## src/epc_pkg.sv

```systemverilog
package epc_pkg;

   localparam int WORD_W = 32;
   localparam int FRAC_W = 16;
   localparam int PROD_W = 2 * WORD_W;
   localparam int QP_W = PROD_W - FRAC_W;
   localparam int ACC_W = 40;
   localparam int RAW_W = 20;
   localparam int DUTY_W = 16;

   // raw/10000 in Q16.16 is raw*4096/625
   localparam int RAW_SHIFT = 12;
   localparam int Y_DIVISOR = 625;
   localparam int DT_DIVISOR = 1000;
   // (u*10000 + 3794*65536) / (84*65536), with the 65536 folded into the qmul
   localparam int DUTY_DIVISOR = 84;
   localparam int DUTY_SCALE = 10000;
   localparam int DUTY_OFFSET = 3794;
   localparam int DUTY_MAX = (1 << DUTY_W) - 1;

   localparam logic signed [WORD_W-1:0] PLANT_A0 = 32'sd0;
   localparam logic signed [WORD_W-1:0] DRIVE_CENTER = 32'sd0;
   localparam logic signed [WORD_W-1:0] DRIVE_MAX = 32'sd786432;
   localparam logic signed [WORD_W-1:0] DRIVE_MIN = 32'sd0;
   localparam logic signed [WORD_W-1:0] PLANT_GAIN_RESET = 32'sd65536;

   // radix-16 constant divider
   localparam int DIV_DIGIT_W = 4;
   localparam int DIV_DIGITS = ACC_W / DIV_DIGIT_W;
   localparam int DIV_CNT_W = $clog2(DIV_DIGITS);
   localparam int DIV_REM_W = 10;
   localparam int DIV_CAT_W = DIV_REM_W + DIV_DIGIT_W;

   localparam int CSR_IDX_W = 3;

   typedef enum logic [CSR_IDX_W-1:0] {
      CSR_TARGET,
      CSR_GAIN_PROP,
      CSR_GAIN_SPEED,
      CSR_GAIN_DIST,
      CSR_BETA_ONE,
      CSR_BETA_TWO,
      CSR_BETA_THREE,
      CSR_PLANT_GAIN
   } csr_index_type;

   localparam int NUM_SRC = 23;

   typedef enum logic [4:0] {
      SRC_ZERO,
      SRC_TARGET,
      SRC_KP,
      SRC_KD,
      SRC_KI,
      SRC_B1,
      SRC_B2,
      SRC_B3,
      SRC_B0,
      SRC_POS,
      SRC_SPEED,
      SRC_DIST,
      SRC_Y,
      SRC_E,
      SRC_DPOS,
      SRC_U,
      SRC_UC,
      SRC_A0,
      SRC_CENTER,
      SRC_OFFSET,
      SRC_SCALE,
      SRC_RAW,
      SRC_QUO
   } src_type;

   typedef enum logic [2:0] {
      ACC_HOLD,
      ACC_LOAD,
      ACC_ADD,
      ACC_SUB,
      ACC_ADD_QP,
      ACC_SUB_QP
   } acc_op_type;

   typedef enum logic [3:0] {
      DST_NONE,
      DST_DPOS,
      DST_E,
      DST_Y,
      DST_U,
      DST_UC,
      DST_Z1,
      DST_Z2,
      DST_Z3
   } dst_type;

   typedef enum logic [1:0] {
      DIV_Y,
      DIV_DT,
      DIV_DUTY
   } div_sel_type;

   typedef struct packed {
      logic        mul_en;
      src_type     mul_a;
      src_type     mul_b;
      acc_op_type  acc_op;
      src_type     acc_src;
      dst_type     dst;
      logic        div_start;
      div_sel_type div_sel;
      logic        wait_div;
      logic        finish;
   } ctrl_type;

   typedef struct packed {
      logic                    busy;
      logic signed [ACC_W-1:0] quotient;
   } div_status_type;

   localparam int UCODE_DEPTH = 41;
   localparam int PC_W = $clog2(UCODE_DEPTH);

endpackage

```

## src/epc_divider.sv

```systemverilog
module epc_divider (
   input  logic                             clock,
   input  logic                             reset,
   input  logic                             start,
   input  epc_pkg::div_sel_type             sel,
   input  logic signed [epc_pkg::ACC_W-1:0] dividend,
   output epc_pkg::div_status_type          status
);
   import epc_pkg::*;

   typedef enum logic [2:0] {
      DV_IDLE = 3'b001,
      DV_RUN  = 3'b010,
      DV_FIX  = 3'b100
   } dv_state_type;

   dv_state_type            state_ff, state_in;
   div_sel_type             sel_ff, sel_in;
   logic                    neg_ff, neg_in;
   logic [ACC_W-1:0]        mag_ff, mag_in;
   logic [ACC_W-1:0]        qacc_ff, qacc_in;
   logic [DIV_REM_W-1:0]    rem_ff, rem_in;
   logic [DIV_CNT_W-1:0]    cnt_ff, cnt_in;
   logic signed [ACC_W-1:0] quo_ff, quo_in;
   logic [DIV_CAT_W-1:0]    r_cat;
   logic [DIV_DIGIT_W-1:0]  digit;

   function automatic logic [DIV_CAT_W-1:0] div_multiple(input div_sel_type s,
                                                         input logic [DIV_DIGIT_W-1:0] k);
      logic [DIV_CAT_W-1:0] base;
      case (s)
         DIV_Y:    base = DIV_CAT_W'(Y_DIVISOR);
         DIV_DT:   base = DIV_CAT_W'(DT_DIVISOR);
         DIV_DUTY: base = DIV_CAT_W'(DUTY_DIVISOR);
         default:  base = DIV_CAT_W'(DT_DIVISOR);
      endcase
      return DIV_CAT_W'(base * {{(DIV_CAT_W-DIV_DIGIT_W){1'b0}}, k});
   endfunction

   // one quotient digit per cycle: largest k with k*d <= partial remainder
   assign r_cat = {rem_ff, mag_ff[ACC_W-1 -: DIV_DIGIT_W]};

   always_comb begin
      digit = '0;
      for (int k = 1; k < (1 << DIV_DIGIT_W); k++) begin
         if (div_multiple(sel_ff, DIV_DIGIT_W'(k)) <= r_cat) begin
            digit = DIV_DIGIT_W'(k);
         end
      end
   end

   always_comb begin
      state_in = state_ff;
      sel_in   = sel_ff;
      neg_in   = neg_ff;
      mag_in   = mag_ff;
      qacc_in  = qacc_ff;
      rem_in   = rem_ff;
      cnt_in   = cnt_ff;
      quo_in   = quo_ff;
      case (state_ff)
         DV_IDLE: begin
            if (start) begin
               state_in = DV_RUN;
               sel_in   = sel;
               neg_in   = dividend[ACC_W-1];
               mag_in   = dividend[ACC_W-1] ? ACC_W'(-dividend) : ACC_W'(dividend);
               qacc_in  = '0;
               rem_in   = '0;
               cnt_in   = '0;
            end
         end
         DV_RUN: begin
            mag_in  = mag_ff << DIV_DIGIT_W;
            qacc_in = {qacc_ff[ACC_W-DIV_DIGIT_W-1:0], digit};
            rem_in  = DIV_REM_W'(r_cat - div_multiple(sel_ff, digit));
            cnt_in  = DIV_CNT_W'(cnt_ff + 1'b1);
            if (cnt_ff == DIV_CNT_W'(DIV_DIGITS - 1)) begin
               state_in = DV_FIX;
            end
         end
         DV_FIX: begin
            // floor for negative dividends: one more step down if inexact
            if (neg_ff) begin
               quo_in = -$signed(qacc_ff) - ((rem_ff != '0) ? ACC_W'(1) : ACC_W'(0));
            end else begin
               quo_in = $signed(qacc_ff);
            end
            state_in = DV_IDLE;
         end
         default: begin
            state_in = DV_IDLE;
         end
      endcase
   end

   always_ff @(posedge clock) begin
      if (reset) begin
         state_ff <= DV_IDLE;
      end else begin
         state_ff <= state_in;
      end
      sel_ff  <= sel_in;
      neg_ff  <= neg_in;
      mag_ff  <= mag_in;
      qacc_ff <= qacc_in;
      rem_ff  <= rem_in;
      cnt_ff  <= cnt_in;
      quo_ff  <= quo_in;
   end

   assign status.busy     = (state_ff != DV_IDLE);
   assign status.quotient = quo_ff;

endmodule

```

## config.mk

```make
export PLATFORM = sky130hd
export DESIGN_NAME = epc_divider
export DESIGN_NICKNAME = d
export VERILOG_FILES = /design/src/epc_pkg.sv /design/src/epc_divider.sv
export SDC_FILE = /design/constraint.sdc
export NUM_CORES = 1
export LEC_CHECK = 0
export BUFFER_PORTS_ARGS = -buffer_cell sky130_fd_sc_hd__clkbuf_2
export CAP_MARGIN = 20
export CORE_MARGIN = 4
export CORE_UTILIZATION = 35
export CTS_CLUSTER_SIZE = 16
export DETAILED_ROUTE_END_ITERATION = 8
export GPL_ROUTABILITY_DRIVEN = 0
export PLACE_DENSITY = 0.5
export SLEW_MARGIN = 40
export SYNTH_ARGS = -nofsm -noshare
export SYNTH_HDL_FRONTEND = slang
export SYNTH_SLANG_ARGS = --single-unit
```

## constraint.sdc

```tcl
create_clock -name clock -period 15.32 [get_ports clock]
set_input_delay 3.83 -clock clock [delete_from_list [all_inputs] [get_ports clock]]
set_output_delay 3.83 -clock clock [all_outputs]
set_load 0.02 [all_outputs]
```

* After elaboration in Yosys (flattened, before gate mapping)
Index checks and enable logic that the tools add are counted.
** Storage, ports and cells
- Register bits after elaboration :: 140
- Bits in latches :: 0
- Bits in writable memories :: 0
- Bits in read-only memories :: 0
- Input port bits :: 45
- Output and inout bits :: 41
- Memories kept :: 0
** Cells by class
- $add $sub $neg :: 5
- $mul :: 12
- Div/mod/pow operators :: 0
- Magnitude comparators :: 15
- Equal/unequal tests :: 8
- Shift operators :: 0
- Mux-type cells :: 31
- Bitwise gates (word level) :: 0
- Reduce and logical (&&, ||, !) cells :: 6
** Operators with widths (count)
- $mux W40 :: 4
- $pmux W40 S2 :: 2
- $le A14 B14 Y1 :: 11
- $neg A40 Y40 :: 2
- $mux W4 :: 15
- $mul A14 B4 Y14 const B :: 4
- $pmux W10 S2 :: 2
- $sub A40 B2 Y40 :: 1
- $mul A14 B3 Y13 const B :: 2
- $mul A14 B3 Y14 const B :: 2
- $le A10 B14 Y1 :: 1
- $le A11 B14 Y1 :: 1
- $le A12 B14 Y1 :: 1
- $le A13 B14 Y1 :: 1
- $mul A14 B2 Y12 const B :: 1
- $mul A14 B2 Y13 const B :: 1
- $mul A14 B2 Y14 const B :: 1
- $mul A14 B4 Y10 :: 1
- $mux W14 :: 1
- $mux W10 :: 1
- $reduce_bool A10 Y1 :: 1
- $sub A10 B10 Y10 :: 1
- $pmux W4 S2 :: 1
- $mux W3 :: 2
- 13 further kinds :: 17

* Longest topological paths before layout
Gate-level depths: netlist of run 1.
- Word-level depth :: 21
- Gate-level depth with buffers :: 30
- Mapped depth without buffers :: 28

* Least setup slack after synthesis of run 1
No wires, ideal clock.
- Path type :: register -> register
- Start point :: register sel_ff[0]
- End point :: register rem_ff[9], data pin
- Setup time :: 0.261 ns
- Arrival :: 6.285 ns
- Required time :: 15.059 ns
- Path slack :: 8.774 ns
- Cell stages (with the launch flop) :: 26
- Path buffers :: 2
- Period minus slack after synthesis :: 6.546 ns
- Cell sequence :: edfxtp_1 -> clkbuf_1 -> or2_2 -> clkbuf_1 -> inv_1 -> ha_1 -> and3b_1 -> nand3_1 -> or4_1 -> o31a_1 -> nand2_1 -> nor2_1 -> o311a_1 -> inv_1 -> nand2_1 -> fa_1 -> inv_1 -> fa_1 -> inv_1 -> fa_1 -> ha_1 -> or3_1 -> o211ai_1 -> xnor2_1 -> xnor2_1 -> mux2i_1
** On the way
- Elaborated cells on any way between the ends :: 48
- Those cells by class :: 1 x add/sub; 12 x mul; 15 x order compare; 1 x eq/ne; 18 x mux; 1 x reduce/logical
** RTL lines
- start, declared :: RTL line epc_divider.sv:18 : div_sel_type sel_ff, sel_in;
- start signal, assigned :: RTL line epc_divider.sv:103 : sel_ff <= sel_in;
- $eq A2 B2 Y1 / $logic_not A2 Y1 (equally long branches) :: RTL line epc_divider.sv:31 : case (s)
- $pmux W10 S2 * :: RTL line epc_divider.sv:31
- $mul A14 B2 Y14 :: RTL line epc_divider.sv:37 : return DIV_CAT_W'(base * {{(DIV_CAT_W-DIV_DIGIT_W){1'b0}}, k});
- $le A14 B14 Y1 :: RTL line epc_divider.sv:46 : if (div_multiple(sel_ff, DIV_DIGIT_W'(k)) <= r_cat) begin
- $mux W4 (12 in series) :: RTL line epc_divider.sv:46
- $mux W4 * :: RTL line epc_divider.sv:46
- named net digit[2] :: RTL line epc_divider.sv:26 : logic [DIV_DIGIT_W-1:0] digit;
- $mul A14 B4 Y10 * :: RTL line epc_divider.sv:37
- $sub A10 B10 Y10 * :: RTL line epc_divider.sv:76 : rem_in = DIV_REM_W'(r_cat - div_multiple(sel_ff, digit));
- $pmux W10 S2 * :: RTL line epc_divider.sv:61 : case (state_ff)
- end signal, assigned :: RTL line epc_divider.sv:107 : rem_ff <= rem_in;
- end, declared :: RTL line epc_divider.sv:22 : logic [DIV_REM_W-1:0] rem_ff, rem_in;
Mark *: on every way through the listed nets, which the timed path passes. The rest lies on a longest branch. The select of a mux whose other input is x is not followed.
A chain may end at the register's enable or synchronous reset.

* Final worst setup path of run 1
- Start point :: register sel_ff[0]
- End point :: register rem_ff[9], data pin
** On the way
- Longest elaborated chain between the ends :: 21
- Elaborated cells on any way between the ends :: 48
- Those cells by class :: 1 x add/sub; 12 x mul; 15 x order compare; 1 x eq/ne; 18 x mux; 1 x reduce/logical
** RTL lines (RTL line)
- $eq A2 B2 Y1 / $logic_not A2 Y1 (equally long branches) :: epc_divider.sv:31
- $pmux W10 S2 * :: epc_divider.sv:31
- branches (longest 16 deep; another with $mul A14 B2 Y14)
- $mul A14 B4 Y10 * :: epc_divider.sv:37
- $sub A10 B10 Y10 * :: epc_divider.sv:76
- $pmux W10 S2 * :: epc_divider.sv:61
Mark *: on every way between the ends. The select of a mux whose other input is x is not followed.

==> flow_metrics.env, run 1 <==
export IMPL_r2r_start="sel_ff[0]$_DFFE_PP_"
export IMPL_crit_slowest_cell="fa_1"
export IMPL_preCtsSetupSlack_ns=8.49
export IMPL_end_kind="flip-flop"
export IMPL_overflow=0
export IMPL_crit_start="sel_ff[0]$_DFFE_PP_"
export IMPL_yosys_warnings=0
export IMPL_area_growth_pct=12.6
export IMPL_start_util_pct=35.6
export IMPL_async_reset_ff_share_pct=0
export IMPL_wl_per_cell_um=18.2
export IMPL_min_from="mag_ff[0]$_SDFFCE_PP0P_"
export IMPL_drt_iter0_drc=827
export IMPL_drt_wl_total_mm=34.3
export IMPL_ys_types=96
export IMPL_period_share_pct=45.5
export IMPL_portBuffers=85
export IMPL_hpwl_mm=26.0
export IMPL_startpoint_type="flip-flop"
export IMPL_synth_enable_flop_cells=137
export IMPL_max_cap_violations=0
export IMPL_groute_usage_overall_pct=17.8
export IMPL_grt_pass1_vias=10200
export IMPL_hp_class="reg -> reg"
export IMPL_p_sw_mw=0.582
export IMPL_num_vias=10400
export IMPL_p_leak_nw=5.72
export IMPL_cts_tree="yes"
export IMPL_path_clk_slew_ns=0.07
export IMPL_rows=68
export IMPL_viasPerCell=5.50
export IMPL_diodes=0
export IMPL_io_pins=86
export IMPL_cts_hold_buf=0
export IMPL_grt_max_degree=82
export IMPL_path_class="reg -> reg"
export IMPL_root_buffer="clkbuf_16"
export IMPL_skew_ns=0.0125
export IMPL_die_y_um=196
export IMPL_fp_dieW_um=196
export IMPL_outcome="completed"
export IMPL_cts_sinks=140
export IMPL_max_stage_delay_ns=0.60
export IMPL_fin_tns_setup_ns=0
export IMPL_pwr_share_comb_pct=42.0
export IMPL_crit_path_frequent_cell="ha_1"
export IMPL_die_area_sq_um=38300
export IMPL_clk_latency_ns=0.45
export IMPL_drive_above_1_share_pct=11.7
export IMPL_rsz0062_at_grt="false"
export IMPL_seq_area_frac_synth_pct=33.9
export IMPL_core_area_sq_um=34600
export IMPL_seqPwrFrac_pct=29.9
export IMPL_hold_viol=0
export IMPL_min_period_ns=6.97
export IMPL_pwr_density_cell_nw_per_um2=114
export IMPL_dr_pass1_iters=7
export IMPL_crit_required_ns=15.62
export IMPL_synthCells=1332
export IMPL_cts_resized_gates=0
export IMPL_ys_seq_elements=140
export IMPL_grt_pass1_wl_mm=54.9
export IMPL_nets=1622
export IMPL_cp_arrival_ns=7.27
export IMPL_crit_fanout=22
export IMPL_post_cts_buffers=0
export IMPL_fin_ws_ns=8.35
export IMPL_clk_path_buf_depth=2
export IMPL_drc=0
export IMPL_synth_area_sq_um=12300
export IMPL_antenna_found_initial=0
export IMPL_switching_share_pct=36.7
export IMPL_relSlewSlack_pct=47.5
export IMPL_setup_violations=0
export IMPL_cts_made_buffers=17
export IMPL_fin_util_pct=40.1
export IMPL_worst_pin_slew_ns=0.788
export IMPL_intPower_mw=1.00
export IMPL_ir_drop_v=0.0000825
export IMPL_max_freq_ghz=0.144
export IMPL_clockPowerShare_pct=28.2
export IMPL_syn_area_per_cell_sq_um=9.26
export IMPL_yosys_most_used_dff="edfxtp_1"
export IMPL_htreeDepth=4
export IMPL_drtAntennaViolNets=0
export IMPL_drv_slew=0
[logic make-up after synthesis]
family,synth area share [%]
flip-flops,33.9
AND/OR/NAND/NOR,18.2
adder cells (fa/ha/maj),17.1
buffers and inverters,4.72
XOR/XNOR,5.54
multiplexers,1.16
other,0.0609
AO/OA/AOI/OAI,19.4
[area by class of cell]
type / instances / area, sq um
timing repair buffer: 92 / 478
fill: 3430 / 20700
sequential: 140 / 4170
inverter: 106 / 398
clock inverter: 12 / 163
multi-input combinational: 1061 / 7640
tap: 455 / 569
clock buffer: 20 / 457
[cell usage after synthesis (all sizes together), types with 23 or more instances]
master	count	area [sq um]
nand3	30	150
nor3	29	150
inv	106	398
a21o	31	236
clkbuf	31	116
xnor2	25	219
xor2	53	464
nor2	125	469
a21oi	64	324
o21ai	102	518
ha	144	1800
o31ai	23	178
edfxtp	137	4110
nand2	110	413
[per-stage QoR]
stage / hold WS (ns) / power (mW) / area (sq um) / std cells
floorplan: 0.496 / 0.993 / 12400 / 1348
global placement: 0.509 / 1.14 / 13300 / 1854
detailed placement: 0.511 / 1.14 / 13300 / 1854
CTS: 0.527 / 1.60 / 13900 / 1886
global route: 0.548 / 1.70 / 13900 / 1886
finish: 0.522 / 1.59 / 13900 / 1886
[per-layer routing]
| layer | global-route usage (%) | part of all wire, % | vias up |
|---|---|---|---|
| met5 | 0 | 0 | - |
| met1 | 23.9 | 46 | 4883 |
| li1 | - | - | 5047 |
| met3 | 3.50 | 6.0 | 81 |
| met4 | 6.98 | 3.6 | 0 |
| met2 | 28.4 | 44 | 365 |
[path summary, 6_finish.rpt]
path | cells past startpoint | slack (ns) | endpoint
max | 25 | 8.35 | rem_ff[9]$_SDFFCE_PN0P_
min | 2 | 0.52 | mag_ff[4]$_DFFE_PP_
max reg2reg | 25 | 8.35 | rem_ff[9]$_SDFFCE_PN0P_
min reg2reg | 2 | 0.52 | mag_ff[4]$_DFFE_PP_
[flip-flops by register name, summed over array words and instances (netlist names)]
name / flops
mag_ff: 40
qacc_ff: 40
rem_ff: 10
quo_ff: 40
sel_ff: 2
state_ff: 3
cnt_ff: 4
neg_ff: 1
[layout by cell type, fill, tap and decap left out, types with 18 or more instances in the layout]
master / count
conb_1: 18
clkbuf_2: 85
nand2_1: 110
edfxtp_1: 137
ha_1: 144
o31ai_1: 22
o21ai_0: 93
nor3_1: 28
xnor2_1: 25
inv_1: 106
a21o_1: 28
a21oi_1: 63
xor2_1: 53
nor2_1: 125
nand3_1: 30
[critical path, delay by kind of cell, from the launching register on]
family / cells / cell delay, ns
xor gates and xnor gates: 2 / 0.31
AOI/OAI and AO/OA: 4 / 0.83
buffers and inverters: 3 / 0.39
DFF: 1 / 0.32
muxes: 1 / 0.20
adders and majority gates: 7 / 2.46
and+or+nand+nor: 8 / 2.28
[power by group through the flow]
stage	clock, mW	sequential, mW	combinational [mW]
final	0.447	0.474	0.666
after CTS	0.459	0.474	0.663
after detailed placement	0	0.482	0.658
after global placement	0	0.482	0.660
after global routing	0.474	0.477	0.752
after floorplan	0	0.474	0.519
No activity file was read; power rests on OpenSTA's default activity.
==> run 2: changes to the inputs <==
==> constraint.sdc (replaced) <==
create_clock -name clock -period 6.5 [get_ports clock]
set_input_delay 1.625 -clock clock [delete_from_list [all_inputs] [get_ports clock]]
set_output_delay 1.625 -clock clock [all_outputs]
set_load 0.02 [all_outputs]
==> flow_metrics.env, run 2 (synthesis results as in run 1) <==
export IMPL_outcome="completed"
export IMPL_htreeDepth=4
export IMPL_ir_drop_v=0.000185
export IMPL_crit_required_ns=6.79
export IMPL_final_common_cell="ha_1"
export IMPL_drt_iter0_drc=828
export IMPL_drive_above_1_share_pct=15.5
export IMPL_crit_fanout=10
export IMPL_cts_sinks=140
export IMPL_rows=68
export IMPL_path_clk_slew_ns=0.07
export IMPL_drtAntennaViolNets=0
export IMPL_p_sw_mw=1.43
export IMPL_hp_class="reg -> reg"
export IMPL_grt_max_degree=82
export IMPL_antenna_found_initial=0
export IMPL_cts_tree="yes"
export IMPL_wl_per_cell_um=18.5
export IMPL_diodes=0
export IMPL_seqPwrFrac_pct=29.0
export IMPL_dr_pass1_iters=6
export IMPL_area_growth_pct=16.3
export IMPL_setup_violations=0
export IMPL_num_vias=10600
export IMPL_p_leak_nw=5.97
export IMPL_period_share_pct=98.6
export IMPL_clk_latency_ns=0.44
export IMPL_fin_hold_ws_ns=0.526
export IMPL_drt_wl_total_mm=35.8
export IMPL_cts_made_buffers=17
export IMPL_clockPowerShare_pct=27.0
export IMPL_die_area_sq_um=38300
export IMPL_intPower_mw=2.38
export IMPL_io_pins=86
export IMPL_viasPerCell=5.45
export IMPL_nets=1671
export IMPL_max_cap_violations=0
export IMPL_fin_tns_setup_ns=0
export IMPL_end_kind="flip-flop"
export IMPL_place_area_sq_um=13600
export IMPL_drv_slew=0
export IMPL_groute_usage_overall_pct=18.4
export IMPL_drc=0
export IMPL_stdcell_area_sq_um=14300
export IMPL_portBuffers=85
export IMPL_grt_pass1_vias=10400
export IMPL_pwr_density_cell_nw_per_um2=266
export IMPL_core_area_sq_um=34600
export IMPL_grt_pass1_wl_mm=56.8
export IMPL_hpwl_mm=27.4
export IMPL_skew_ns=0.0109
export IMPL_root_buffer="clkbuf_16"
export IMPL_pwr_share_comb_pct=44.0
export IMPL_startpoint_type="flip-flop"
export IMPL_max_freq_ghz=0.156
export IMPL_path_class="reg -> reg"
export IMPL_cp_arrival_ns=6.70
export IMPL_start_util_pct=35.6
export IMPL_hold_viol=0
export IMPL_fp_dieW_um=196
export IMPL_worst_pin_slew_ns=0.766
export IMPL_min_period_ns=6.41
export IMPL_switching_share_pct=37.5
export IMPL_final_cell_mix="ha_1, edfxtp_1, nor2_1"
export IMPL_top_regs="mag_ff x40, qacc_ff x40, quo_ff x40"
export IMPL_die_y_um=196
export IMPL_relSlewSlack_pct=49.0
export IMPL_overflow=0
export IMPL_clk_path_buf_depth=2
==> run 2: metal layers <==
| layer | share of wire [%] | up-vias | track usage (%) |
|---|---|---|---|
| met3 | 6.2 | 60 | 3.35 |
| li1 | - | 5167 | - |
| met5 | 0 | - | 0 |
| met1 | 45 | 4979 | 24.8 |
| met4 | 2.7 | 0 | 6.31 |
| met2 | 46 | 348 | 29.9 |
==> run 2: critical path, cell delays in order, from the launching register on <==
cell	delay (ns)
edfxtp_1	0.49
clkinvlp_4	0.29
ha_1	0.49
nor4bb_2	0.56
a21oi_1	0.15
a21boi_0	0.34
o211ai_1	0.24
o211ai_1	0.22
a31oi_1	0.12
o21a_1	0.18
nor2_1	0.21
or2_2	0.17
fa_1	0.40
inv_1	0.09
fa_1	0.43
fa_1	0.53
inv_1	0.04
ha_1	0.35
o2111ai_1	0.17
nand4_1	0.13
o211ai_1	0.14
xnor2_1	0.16
xnor2_1	0.16
mux2i_1	0.20
==> run 2: power by group through the flow <==
stage	Combinational, mW	Clock [mW]	Sequential (mW)
after floorplan	1.22	0	1.12
after global placement	1.64	0	1.13
after detailed placement	1.64	0	1.13
after CTS	1.65	1.06	1.11
after global routing	1.89	1.09	1.11
final	1.68	1.03	1.11
==> run 2: what timing repair did <==
| action | CTS | global route |
|---|---|---|
| resized for setup | 0 | 15 |
| setup buffers | 0 | 10 |
| hold buffers | 0 | 0 |
| endpoints found under the setup margin | 0 | 2 |
==> run 2: path summary, 6_finish.rpt <==
path | from | depth (start not counted) | end | slack [ns]
max | rem_ff[0]$_SDFFCE_PN0P_ | 23 | rem_ff[9]$_SDFFCE_PN0P_ | 0.09
min | mag_ff[14]$_DFFE_PP_ | 2 | mag_ff[18]$_DFFE_PP_ | 0.53
max reg2reg | rem_ff[0]$_SDFFCE_PN0P_ | 23 | rem_ff[9]$_SDFFCE_PN0P_ | 0.09
min reg2reg | mag_ff[14]$_DFFE_PP_ | 2 | mag_ff[18]$_DFFE_PP_ | 0.53
==> run 2: area by class of cell <==
type,instances,area (sq um)
Clock inverter,15,180
Clock buffer,17,425
Inverter,106,405
Multi-Input combinational cell,1061,7700
Fill cell,3446,20300
Timing Repair Buffer,141,883
Sequential cell,140,4170
Tap cell,455,569
==> run 2: per-stage QoR <==
step,cells,utilization [%],setup slack [ns],power (mW)
3_5_place_dp,1892,39.2,0.131,2.77
5_1_grt,1935,41.4,-0.0430,4.09
2_1_floorplan,1348,-,0.119,2.34
6_report,1935,41.4,0.0939,3.82
4_1_cts,1924,40.9,0.0928,3.82
3_3_place_gp,1892,39.2,0.0815,2.77
